## config.mk

```make
export PLATFORM = sky130hd
export DESIGN_NAME = software_timer_table
export DESIGN_NICKNAME = d
export VERILOG_FILES = /design/src/hdl/swtt_pkg.sv /design/src/hdl/software_timer_table.sv
export SDC_FILE = /design/constraint.sdc
export NUM_CORES = 1
export LEC_CHECK = 0
export BUFFER_PORTS_ARGS = -buffer_cell sky130_fd_sc_hd__buf_2
export CAP_MARGIN = 20
export CORE_UTILIZATION = 25
export CTS_CLUSTER_DIAMETER = 150
export DETAILED_ROUTE_END_ITERATION = 6
export PLACE_DENSITY = 0.5
export SLEW_MARGIN = 20
export SYNTH_ARGS = -nofsm -noshare
export SYNTH_HDL_FRONTEND = slang
export SYNTH_SLANG_ARGS = --single-unit
```

## constraint.sdc

```tcl
create_clock -name clk -period 8.39 [get_ports clk]
set_input_delay 0.4195 -clock clk [delete_from_list [all_inputs] [get_ports clk]]
set_output_delay 0.4195 -clock clk [all_outputs]
set_load 0.02 [all_outputs]
```

## src/hdl/swtt_pkg.sv

```systemverilog
`timescale 1ns / 1ps

package swtt_pkg;

  localparam int TIMER_COUNT_DEF = 8;
  localparam int TIME_WIDTH_DEF  = 32;

  typedef enum logic [2:0] {
    CMD_TICK         = 3'd0,
    CMD_SET_INTERVAL = 3'd1,
    CMD_START        = 3'd2,
    CMD_STOP         = 3'd3,
    CMD_CHECK        = 3'd4,
    CMD_ELAPSED      = 3'd5
  } cmd_t;

endpackage

```

## src/hdl/software_timer_table.sv

```systemverilog
`timescale 1ns / 1ps

// channel   | ports                                            | handshake
// ----------+--------------------------------------------------+--------------------
// command   | command, timer_index, interval_value             | start high, busy low
// result    | expired, elapsed_time, current_time              | done, one cycle
//
// each command word passes through memory read, execute and write back, and
// result before the result strobe is shown; a new word is taken in the cycle
// the result is shown, so a new word waits until the last one is through
// the interval and end memories each have one read and one write port; only
// one command is in flight, so a write always lands before the next read
// reset clears all control state and the valid bits of both memories at once
// the result cannot be stalled; done marks it for exactly one cycle

module software_timer_table #(
  parameter int TIMER_COUNT = swtt_pkg::TIMER_COUNT_DEF,
  parameter int TIME_WIDTH  = swtt_pkg::TIME_WIDTH_DEF
) (
  input  logic        clk,
  input  logic        rst,
  input  logic        start,
  output logic        busy,
  input  logic [2:0]  command,
  input  logic [2:0]  timer_index,
  input  logic [31:0] interval_value,
  output logic        done,
  output logic        expired,
  output logic [31:0] elapsed_time,
  output logic [31:0] current_time
);

  localparam int IDX_W = (TIMER_COUNT > 1) ? $clog2(TIMER_COUNT) : 1;

  typedef enum logic [1:0] {
    S_IDLE,
    S_EXEC,
    S_RESP
  } state_t;

  state_t                 state;
  logic [2:0]             cmd_r;
  logic [IDX_W-1:0]       addr_r;
  logic                   in_range_r;
  logic [TIME_WIDTH-1:0]  ival_r;
  logic                   half_tick;
  logic [TIME_WIDTH-1:0]  time_count;
  logic [TIME_WIDTH-1:0]  base_time;
  logic                   expired_r;

  logic [TIME_WIDTH-1:0]  interval_mem [TIMER_COUNT];
  logic [TIME_WIDTH-1:0]  end_mem      [TIMER_COUNT];
  logic [TIMER_COUNT-1:0] interval_vld;
  logic [TIMER_COUNT-1:0] end_vld;
  logic [TIMER_COUNT-1:0] wrap_flags;
  logic [TIME_WIDTH-1:0]  rd_interval;
  logic [TIME_WIDTH-1:0]  rd_end;
  logic                   rd_interval_vld;
  logic                   rd_end_vld;

  logic                   accept;
  logic [IDX_W-1:0]       addr_in;
  logic                   in_range_in;
  logic [TIME_WIDTH-1:0]  cur_interval;
  logic [TIME_WIDTH-1:0]  cur_end;
  logic [TIME_WIDTH:0]    start_sum;
  logic                   exec;
  logic                   wr_interval;
  logic                   wr_end;
  logic [TIME_WIDTH-1:0]  end_wdata;

  assign busy        = (state != S_IDLE);
  assign accept      = start && !busy;
  assign addr_in     = IDX_W'(timer_index);
  assign in_range_in = (32'(timer_index) < TIMER_COUNT);
  assign exec        = (state == S_EXEC) && in_range_r;

  assign cur_interval = rd_interval_vld ? rd_interval : '0;
  assign cur_end      = rd_end_vld ? rd_end : '0;
  assign start_sum    = {1'b0, cur_interval} + {1'b0, time_count};

  assign wr_interval = exec && (cmd_r == swtt_pkg::CMD_SET_INTERVAL);
  assign wr_end      = exec && ((cmd_r == swtt_pkg::CMD_START) ||
                                (cmd_r == swtt_pkg::CMD_STOP));
  assign end_wdata   = (cmd_r == swtt_pkg::CMD_START) ? start_sum[TIME_WIDTH-1:0]
                                                      : time_count;

  // timer memories
  always_ff @(posedge clk) begin
    if (accept && in_range_in) begin
      rd_interval <= interval_mem[addr_in];
      rd_end      <= end_mem[addr_in];
    end
    if (wr_interval) begin
      interval_mem[addr_r] <= ival_r;
    end
    if (wr_end) begin
      end_mem[addr_r] <= end_wdata;
    end
  end

  always_ff @(posedge clk) begin
    if (rst) begin
      interval_vld    <= '0;
      end_vld         <= '0;
      wrap_flags      <= '0;
      rd_interval_vld <= 1'b0;
      rd_end_vld      <= 1'b0;
    end else begin
      if (accept && in_range_in) begin
        rd_interval_vld <= interval_vld[addr_in];
        rd_end_vld      <= end_vld[addr_in];
      end
      if (wr_interval) begin
        interval_vld[addr_r] <= 1'b1;
      end
      if (wr_end) begin
        end_vld[addr_r] <= 1'b1;
      end
      if (exec && (cmd_r == swtt_pkg::CMD_START)) begin
        wrap_flags[addr_r] <= start_sum[TIME_WIDTH];
      end else if (exec && (cmd_r == swtt_pkg::CMD_CHECK) && wrap_flags[addr_r] &&
                   (cur_end > time_count)) begin
        wrap_flags[addr_r] <= 1'b0;
      end
    end
  end

  always_ff @(posedge clk) begin
    if (rst) begin
      state        <= S_IDLE;
      half_tick    <= 1'b0;
      time_count   <= '0;
      done         <= 1'b0;
      cmd_r        <= '0;
      in_range_r   <= 1'b0;
    end else begin
      done <= (state == S_RESP);
      unique case (state)
        S_IDLE: begin
          if (start) begin
            cmd_r      <= command;
            addr_r     <= addr_in;
            in_range_r <= in_range_in;
            ival_r     <= TIME_WIDTH'(interval_value);
            state      <= S_EXEC;
          end
        end
        S_EXEC: begin
          expired_r <= exec && (cmd_r == swtt_pkg::CMD_CHECK) && !wrap_flags[addr_r] &&
                       (cur_end < time_count);
          base_time <= cur_end - cur_interval;
          if (cmd_r == swtt_pkg::CMD_TICK) begin
            half_tick <= !half_tick;
            if (!half_tick) begin
              time_count <= time_count + TIME_WIDTH'(1);
            end
          end
          state <= S_RESP;
        end
        S_RESP: begin
          expired      <= expired_r;
          elapsed_time <= (in_range_r && (cmd_r == swtt_pkg::CMD_ELAPSED))
                          ? 32'(time_count - base_time) : '0;
          current_time <= 32'(time_count);
          state        <= S_IDLE;
        end
        default: begin
          state <= S_IDLE;
        end
      endcase
    end
  end

  a_accept_done: assert property (@(posedge clk) disable iff (rst)
    accept |-> ##3 done)
    else $error("result strobe missing after accepted word");

  a_done_idle: assert property (@(posedge clk) disable iff (rst)
    done |-> !busy)
    else $error("result strobe while busy");

  a_time_tick_only: assert property (@(posedge clk) disable iff (rst)
    (state == S_EXEC) && (cmd_r != swtt_pkg::CMD_TICK) |=> $stable(time_count))
    else $error("system time moved on a non-tick command");

  a_no_write_idle: assert property (@(posedge clk) disable iff (rst)
    (wr_interval || wr_end) |-> (state == S_EXEC) && in_range_r)
    else $error("memory write outside execute");

  a_expired_check_only: assert property (@(posedge clk) disable iff (rst)
    done && expired |-> (cmd_r == swtt_pkg::CMD_CHECK))
    else $error("expired reported for a command other than check");

endmodule
```

==> impl_results.md, run 1 <==
- Worst EP arrival: 4.39 ns
- Final count of hold timing violations: 0
- Iteration-0 DRC Markers: roughly 1600
- RSZ-0062 raised after global routing: no
- Maximum root-to-sink buffer count: 3
- Filler instances: around 14000
- Multi-input logic area: 11400 µm²
- Final setup violation count: 0
- Number of synthesized flops with an enable pin: slightly above 700
- Rows: roughly 140
- Post-CTS Setup Inserts: 0
- Setup TNS: 0 ns
- Comb power frac: just over 7%
- Pre-antenna DRT Iters: 7
- Vias in the first global route: slightly below 20000
- Post-Syn Area: roughly 35000 µm²
- Hold Path Class: in2reg
- Remaining global-route overflow: 0
- Final Skew: ~0.034 ns
- Antenna Nets Post-Route: 0
- Clock power share: 42.8%
- Design Area, Final: ~40000 µm²
- Pwr/cell area: ~210 nW/µm²
- Asr flop ratio synth: 0%
- Clk sinks: approximately 780
- Max-cap violations: 0
- Register area: around 23000 µm²
- Cells after Synth: 2281
- DRC: 0
- Antenna violations before repair: 4
- Leakage: around 14 nW
- Setup crit end kind: flip-flop
- Dpl cell area: around 37000 µm²
- Vias: 19400
- Die width: between 300 and 400 µm
- Worst-margin pin slew: ~1.1 ns
- Netlist cell types: 78
- Drt total wl: around 87000 µm
- Die footprint: roughly 140000 µm²
- Sequential share of the synthesized area: 65.3%
- Sw frac: ~22%
- Most common cell after layout, fill and taps aside: edfxtp_1
- Average vias per placed instance: 4.51
- Setup WS post-layout: about 4.3 ns
- Post-DP HPWL: 56800 µm
- Largest net degree at the start of global routing: 74
- Initial Utilization: between 20% and 30%
- Share of layout cells above drive strength 1: 20.8%
- Total CTS buffers: 82
- Buffers on Ports: 107
- Layout area overhead: 17.2%
- Yosys reg bits: between 700 and 800
- Core area: 137000 µm²
- CTS H-tree depth: 3
- Final slew viol count: 0
- Critical path type: reg2reg
- Clk Tree Root Cell: clkbuf_16
- Fin crit period: ~4.1 ns
- Global-route wire length before repair: 129000 µm
- Post-Syn Nets: 2448
- Status: complete, no violations
- Worst Setup Start Kind: flip-flop
- ANT cells: 0
- Pint: approximately 6.7 mW
- Switching power: roughly 1.9 mW
- Clk_lat worst skew: between 0.6 and 0.7 ns
- Fmax: 246 MHz
- Synthesized area per cell: between 15 and 20 µm²
- Post-DR wirelength/cell: 20.1 µm
- DIE HEIGHT: 374 µm
- Worst EP required: approximately 8.7 ns
- GRT Total Usage: 12.3%
- Placer Congestion: 0.865
- Commonest non-fill, non-tap cells in the layout: edfxtp_1 (709), nor2_1 (150), mux4_2 (134)
- Number of synthesis warnings: 0
- CP Max Fanout: 35
- Final net count: about 2600
- Peak VDD IR: between 0.15 and 0.2 mV
- Tcrit/Tclk final: about half
- Sequential Power Share: 50.0%
- Slew headroom: 27.0%
- Synth Flop Type: edfxtp_1
- Reg clk slew, reported paths: ~0.06 ns
- Ports: around 110
- CTS tree: yes
- Post-Place Setup Slack: about 4.4 ns
[power by group through the flow]
| stage | logic [mW] | registers, mW | clock network [mW] |
|---|---|---|---|
| global route | 0.680 | 4.31 | 3.93 |
| global placement | 0.612 | 4.39 | 0 |
| floorplan | 0.439 | 4.37 | 0 |
| finish | 0.618 | 4.31 | 3.69 |
| CTS | 0.625 | 4.31 | 3.79 |
| detailed placement | 0.611 | 4.39 | 0 |
[sequential cells by signal, summed over array words and instances (netlist names), 3 cells and up]
| signal | flops |
|---|---|
| end_mem | 256 |
| interval_mem | 256 |
| base_time | 32 |
| current_time | 32 |
| elapsed_time | 32 |
| ival_r | 32 |
| rd_end | 32 |
| rd_interval | 32 |
| time_count | 32 |
| end_vld | 8 |
| interval_vld | 8 |
| wrap_flags | 8 |
| addr_r | 3 |
| cmd_r | 3 |
[layout make-up]
class | instances | area share [%]
clock buffers | 109 | 5.56
well taps | 1794 | 5.53
clock inverters | 41 | 1.26
multi-input cells | 1305 | 28.1
repair buffers | 171 | 2.79
inverters | 119 | 1.10
flip-flops and latches | 775 | 55.7
[routing by layer]
| metal | up-vias | track usage [%] | part of all wire [%] |
|---|---|---|---|
| met3 | 104 | 2.36 | 5.1 |
| met4 | 0 | 2.72 | 1.8 |
| met2 | 448 | 18.0 | 43 |
| met1 | 9776 | 18.5 | 50 |
| met5 | - | 0 | 0 |
| li1 | 9107 | - | - |
[logic make-up (layout without fill, tap and decap cells)]
logic type / Yosys count / count (layout) / synth area share [%]
buf+inv: 201 / 440 / 2.26
mux: 205 / 205 / 11.0
simple gates: 498 / 498 / 6.92
fa+ha+maj: 126 / 126 / 4.59
flops: 775 / 775 / 65.3
xor+xnor: 114 / 114 / 2.88
compound gates: 362 / 362 / 7.05
[per-stage QoR]
step           total power [mW]  cells  hold slack [ns]  utilization, %
2_1_floorplan              4.81   2281            0.400               -
3_3_place_gp               5.00   4131            0.413            27.3
3_5_place_dp               5.00   4131            0.410            27.3
4_1_cts                    8.72   4312           0.0127            29.5
5_1_grt                    8.92   4314          0.00760            29.5
6_report                   8.62   4314          0.00890            29.5
[worst max-delay path, stage by stage, from the launching register on]
cell and delay, ns:
dfxtp_1 0.33, buf_4 0.36, and2_1 0.22, ha_1 0.20, a21o_1 0.12, a21oi_1 0.11
o21ai_1 0.30, a41oi_1 0.22, o31a_1 0.38, o31ai_2 0.53, a21oi_1 0.15, xor2_1 0.16
o21ai_0 0.66
[cell usage after synthesis (65+ instances only)]
cell	n	area [µm²]
mux2_2	67	754
dfxtp_1	66	1320
o21ai_0	79	395
ha_1	124	1550
a21o_1	65	488
inv_1	119	447
mux4_2	134	3020
nor2_1	168	631
xnor2_1	74	648
edfxtp_1	709	21300
a21oi_1	93	465
nand2_1	126	473
[final timing paths]
kind / start / slack, ns / cells past startpoint / endpoint
worst max register to register: rd_interval_vld$_SDFFE_PP0P_ / 4.32 / 12 / end_mem[6][31]$_DFFE_PP_
worst max-delay path: rd_interval_vld$_SDFFE_PP0P_ / 4.32 / 12 / end_mem[6][31]$_DFFE_PP_
worst min register to register: expired_r$_DFFE_PP_ / 0.43 / 0 / expired$_DFFE_PP_
worst min-delay path: interval_value[1] / 0.009 / 1 / ival_r[1]$_DFFE_PP_
[repair_timing]
action,in CTS,in global routing
gates resized for setup,0,0
hold endpoints to repair,31,0
hold buffers,31,0
No activity file was read; power rests on OpenSTA's default activity.
==> inputs of run 2 (changes only) <==
clock period = 4.2 ns   (was 8.39 ns; I/O delays follow)
==> run 2 against run 1 <==
Highest routed layer unchanged. Register-to-register slack lost 3.9 ns. Die area is the same. Cell area grew 1.2%. Critical path depth is the same. Sequential share of layout area shrank 0.65 points. Worst hold slack gained 0.12 ns. Sequential power grew 100%. Non-clock buffer count grew 51. Power grew 100%. Largest cell class unchanged.
==> impl_results.md, run 2 (synthesized netlist as in run 1, its figures left out) <==
- Status: complete, no violations
- Clock power share: 42.7%
- Reg clk slew, reported paths: around 0.06 ns
- Final slew viol count: 0
- Largest net degree at the start of global routing: 68
- Max incr delay on CP: just under 0.7 ns
- Die footprint: between 100000 and 150000 µm²
- Reg2Reg Depth: 12
- RSZ-0062 raised after global routing: no
- Tcrit/Tclk final: 90.6%
- Final setup violation count: 0
- Final count of hold timing violations: 0
- Commonest non-fill, non-tap cells in the layout: edfxtp_1 (709), nor2_1 (150), mux4_2 (134)
- Vias in the first global route: slightly below 20000
- Peak VDD IR: about 0.29 mV
- Ports: 108
- Worst EP arrival: between 4 and 5 ns
- Layout area overhead: 18.6%
- Post-DP HPWL: between 50000 and 60000 µm
- Total CTS buffers: 83
- Setup TNS: 0 ns
- Register area: roughly 23000 µm²
- Final Skew: between 0.02 and 0.025 ns
- Vias: between 15000 and 20000
- Pwr/cell area: about 420 nW/µm²
- Leakage: between 10 and 15 nW
- Top delay family on crit path: compound AO/OA/AOI/OAI gates
- Clk Tree Root Cell: clkbuf_16
- Fin crit period: ~3.8 ns
- Post-DR wirelength/cell: 19.6 µm
- Antenna Nets Post-Route: 0
- Critical path type: reg2reg
- Fmax: ~260 MHz
- Core area: 137000 µm²
- Clk_lat worst skew: roughly 0.65 ns
- Switching power: between 3 and 4 mW
- Multi-input logic area: 11400 µm²
- Post-CTS Setup Inserts: 0
- Crit path depth: 12
- Worst-margin pin slew: ~1.0 ns
- Average vias per placed instance: between 4 and 5
- Sw frac: roughly 23%
- Worst-path cell chain: nand2_2 -> inv_1 -> ha_1 -> a21o_1 -> a21oi_1 -> o21ai_1 -> a41oi_1 -> o31a_1 -> o31ai_2 -> buf_4 -> xnor2_1 -> o21ai_0
- Hold_ws: between 0.1 and 0.15 ns
- Setup crit end kind: flip-flop
- Antenna violations before repair: 5
- Largest registers: end_mem x256, interval_mem x256
- Placer Congestion: between 0.8 and 0.9
- Most common cell after layout, fill and taps aside: edfxtp_1
- Buffers on Ports: 107
- Filler instances: 13700
- Clk sinks: around 780
- Slew headroom: 30.7%
- Core Util, Final: between 20% and 30%
- Iteration-0 DRC Markers: ~1500
- Maximum root-to-sink buffer count: 3
- Max-cap violations: 0
- Global-route wire length before repair: around 130000 µm
- Share of layout cells above drive strength 1: between 20% and 30%
- WHS Path Cells: 2
- DRC: 0
- Crit-path slowest cell: o21ai_0
- ANT cells: 0
- CP bufs+invs: 2
- CTS tree: yes
- Hold Path Class: in2reg
- GRT Total Usage: between 10% and 20%
- Final net count: about 2700
- Pint: 13.3 mW
- Remaining global-route overflow: 0
- CTS H-tree depth: 3
- Drt total wl: about 85000 µm
- DIE HEIGHT: approximately 370 µm
- Pre-antenna DRT Iters: 5
- Initial Utilization: about a quarter
- CP Max Fanout: 16
- Worst Setup Start Kind: flip-flop
- Sequential Power Share: 50.1%
- Worst EP required: approximately 4.5 ns
- Comb power frac: under 10%
- Die width: around 370 µm
- Rows: roughly 140
-- run 2: cell count changes in the layout (fill, tap and decap cells not counted), sizes merged --
| cell | previous run | this run |
|---|---|---|
| clkbuf | 110 | 106 |
| clkinv | 27 | 33 |
| bufinv | 8 | 6 |
| dlygate4sd3 | 31 | 36 |
| inv | 121 | 122 |
| clkinvlp | 4 | 6 |
| buf | 139 | 185 |
-- run 2: worst paths after layout --
check / startpoint / endpoint / slack (ns)
worst min-delay path: rst / expired$_DFFE_PP_ / 0.13
worst max register to register: rd_interval_vld$_SDFFE_PP0P_ / end_mem[0][23]$_DFFE_PP_ / 0.40
worst min register to register: expired_r$_DFFE_PP_ / expired$_DFFE_PP_ / 0.43
worst max-delay path: rd_interval_vld$_SDFFE_PP0P_ / end_mem[0][23]$_DFFE_PP_ / 0.40
-- run 2: per-stage QoR --
step	instances	cell area, µm²	power [mW]	setup WS, ns
CTS	4368	41100	17.4	0.211
global route	4368	41100	17.8	0.000932
detailed placement	4179	38000	10.0	0.211
finish	4368	41100	17.2	0.396
global placement	4179	38000	10.0	0.287
floorplan	2281	34600	9.60	0.457
-- run 2: power groups by stage --
| stage | clock, mW | sequential [mW] | combinational, mW |
|---|---|---|---|
| floorplan | 0 | 8.72 | 0.876 |
| detailed placement | 0 | 8.77 | 1.22 |
| global placement | 0 | 8.77 | 1.23 |
| global route | 7.83 | 8.62 | 1.36 |
| CTS | 7.57 | 8.61 | 1.26 |
| finish | 7.34 | 8.61 | 1.24 |
-- run 2: cell type report --
cell class              count  share of cell area (%)
well taps                1794                    5.47
inverters                 119                    1.09
clock buffers             105                    5.48
flip-flops and latches    775                    55.1
multi-input cells        1305                    27.7
clock inverters            48                    1.22
repair buffers            222                    3.94
-- run 2: repair_timing --
| item | 4_1_cts | 5_1_grt |
|---|---|---|
| hold endpoints to repair | 36 | 0 |
| endpoints found under the setup margin | 0 | 40 |
| hold buffers | 36 | 0 |
| gates resized for setup | 0 | 5 |
-- run 2: layer usage --
layer	global-route usage [%]	up-vias	share of wire, %
li1	-	9211	-
met1	18.4	9814	51
met2	18.0	433	43
met3	1.99	108	4.6
met4	3.16	0	2.2
met5	0	-	0
==> inputs of run 3 (changes only) <==
ABC_AREA = 1   (was unset)
==> run 3 against run 2 <==
Flip-flop and latch count unchanged. Worst setup slack better by 0.19 ns. Clock skew up 0.046 ns. Synthesized cell count up 53%. Highest routed layer is now met5. Power up 3.7%. Wire length up 34%. Critical path depth down 2. Area after synthesis up 4.1%. Via count up 36%. Critical endpoint is now end_mem[6][14]$_DFFE_PP_. Fmax up 5.2%.
==> impl_results.md, run 3 <==
- Status: complete, no violations
- Total power: about 18 mW
- Drt total wl: about 110000 µm
- Final Skew: 0.0673 ns
- Most common cell after layout, fill and taps aside: edfxtp_1
- Asr flop ratio synth: 0%
- Setup crit end kind: flip-flop
- Worst Setup Start Kind: flip-flop
- Crit-path slowest cell: o21ai_0
- Worst EP required: ~4.5 ns
- Final slew viol count: 0
- Maximum root-to-sink buffer count: 3
- Post-Syn Nets: between 3000 and 4000
- Initial Utilization: between 20 and 30%
- Layout area overhead: 18.0%
- Synth Area in Adders: under 10%
- Placer Congestion: 0.952
- Reg clk slew, reported paths: around 0.06 ns
- Final setup violation count: 0
- Synth Flop Type: edfxtp_1
- Tcrit/Tclk final: a little under nine tenths
- Largest registers: end_mem x256, interval_mem x256
- Number of synthesized flops with an enable pin: 709
- Sequential share of the synthesized area: approximately 63%
- Average vias per placed instance: roughly 4.7
- Pre-antenna DRT Iters: 6
- Hold Path Class: in2reg
- DIE HEIGHT: between 300 and 400 µm
- Non-filler instance count after layout: ~5600
- Vias: around 27000
- Core area: approximately 140000 µm²
- XOR/XNOR Fraction of Synth Area: between 1 and 1.5%
- Final net count: approximately 3800
- CP bufs+invs: 2
- Ports: between 100 and 150
- Iteration-0 DRC Markers: ~2200
- Max incr delay on CP: between 0.8 and 0.9 ns
- RSZ-0062 raised after global routing: no
- Post-synthesis mux area share: 0%
- Top delay family on crit path: compound AO/OA/AOI/OAI gates
- CTS tree: yes
- Clk Tree Root Cell: clkbuf_16
- Die footprint: roughly 150000 µm²
- Antenna Nets Post-Route: 0
- Worst-path cell chain: buf_4 -> nand2_1 -> inv_1 -> ha_1 -> a21oi_1 -> o21ai_0 -> a21oi_1 -> o21ai_1 -> xnor2_1 -> o21ai_0
- Pwr/cell area: 419 nW/µm²
- Post-CTS Setup Inserts: 0
- Global-route wire length before repair: between 150000 and 200000 µm
- Worst-margin pin slew: 1.24 ns
- Synth top area share: 59.0%
- Antenna violations before repair: 9
- Remaining global-route overflow: 0
- Total CTS buffers: 83
- Clk_lat worst skew: between 0.7 and 0.8 ns
- Fin crit period: around 3.6 ns
- Vias in the first global route: roughly 26000
- Setup TNS: 0 ns
- Buffers on Ports: between 100 and 150
- Post-Syn Area: 36100 µm²
- CTS H-tree depth: 3
- Post-DP HPWL: just over 80000 µm
- Largest family of logic cells by synthesized area: simple AND/OR/NAND/NOR gates
- Cell taking the most area after synthesis: edfxtp_1
- Leakage: roughly 16 nW
- Final count of hold timing violations: 0
- Peak VDD IR: ~0.27 mV
- Filler instances: ~15000
- Cells after Synth: 3486
- Synthesized area per cell: about 10 µm²
- Yosys reg bits: slightly below 800
- Number of synthesis warnings: 0
- Synth Area in Simple Gates: roughly 15%
- Largest net degree at the start of global routing: roughly 110
- Post-synth top cells: edfxtp_1 (709), nor2_1 (677), nand2_1 (404)
- Register area: 22600 µm²
- Count leader, synth: edfxtp_1
- Compound-gate portion of the synthesized area: 12.2%
- Die width: around 380 µm
- Multi-input logic area: 12000 µm²
- Critical path type: reg2reg
- # placed instances: between 5000 and 6000
- Netlist cell types: 55
- Clk sinks: between 700 and 800
- Commonest non-fill, non-tap cells in the layout: edfxtp_1 (709), nor2_1 (658), nand2_1 (404)
- Share of layout cells above drive strength 1: around a tenth
- DRC: 0
- Rows: ~140
- Slew headroom: roughly 17%
- Max-cap violations: 0
- Area contributors post-synth: edfxtp_1 (59%), nor2_1 (7.0%), o21ai_0 (5.5%)
- Hold_ws: 0.0875 ns
- Fmax: ~280 MHz
- GRT Total Usage: 15.6%
- CP Max Fanout: 23
- Post-DR wirelength/cell: around 20 µm
- Worst EP arrival: 3.95 ns
-- run 3: cell types whose count changed in the layout (fill, tap and decap cells not counted), sizes merged, moves of 16 or more --
cell   delta
nor2    +523
a31oi    +63
nand2   +288
nor3     +16
nand3    +70
a21o     -55
mux2     -67
xnor2    -61
a21oi    +93
inv     +175
mux4    -134
o21ai   +323
o22ai    +68
and2     -36
-- run 3: final timing paths --
| path | endpoint | from | cells past startpoint | slack (ns) |
|---|---|---|---|---|
| max reg2reg | end_mem[6][14]$_DFFE_PP_ | rd_interval_vld$_SDFFE_PP0P_ | 10 | 0.58 |
| max | end_mem[6][14]$_DFFE_PP_ | rd_interval_vld$_SDFFE_PP0P_ | 10 | 0.58 |
| min reg2reg | end_vld[1]$_SDFFE_PP0P_ | end_vld[1]$_SDFFE_PP0P_ | 2 | 0.46 |
| min | state[0]$_SDFFE_PP0P_ | start | 3 | 0.09 |
-- run 3: timing repair --
| item | 4_1_cts | 5_1_grt |
|---|---|---|
| gates resized for setup | 0 | 0 |
| endpoints found under the hold margin | 51 | 0 |
| hold buffers | 37 | 0 |
-- run 3: worst register-to-register path, delay by kind of cell, from the launching register on --
family | cells | cell delay (ns)
AND/OR/NAND/NOR | 1 | 0.13
adder cells (fa/ha/maj) | 1 | 0.27
flip-flops | 1 | 0.65
buffers and inverters | 2 | 0.46
XOR/XNOR | 1 | 0.17
AO/OA/AOI/OAI | 5 | 1.58
-- run 3: cell type report --
class                   instances  share of cell area (%)
diodes                          4                  0.0235
clock buffers                 108                    5.34
clock inverters                45                    1.23
inverters                     295                    2.63
multi-input cells            2291                    28.2
flip-flops and latches        775                    53.1
well taps                    1903                    5.59
repair buffers                223                    3.87
-- run 3: layer usage --
layer / vias to the layer above / wire (µm) / track usage [%]
met5: - / 47 / 0
met3: 166 / 6050 / 2.24
met2: 752 / 52100 / 24.6
li1: 12600 / - / -
met4: 6 / 2790 / 4.32
met1: 13000 / 53700 / 22.0
-- run 3: logic make-up after synthesis --
logic type,Yosys count
fa+ha+maj,126
buf+inv,420
xor+xnor,46
simple gates,1317
compound gates,802
flops,775
-- run 3: power by group --
part,switching [mW],leakage (nW),internal [mW]
Sequential,0.0907,7.23,8.53
Combinational,1.20,7.36,0.503
Clock,3.20,1.36,4.31
-- run 3: through the flow --
step	instance area, µm²	setup WS [ns]	utilization (%)
after floorplan	36100	0.814	-
after global placement	39400	0.665	27.5
after detailed placement	39400	0.611	27.5
after CTS	42500	0.584	29.7
after global routing	42600	0.298	29.7
final	42600	0.584	29.7
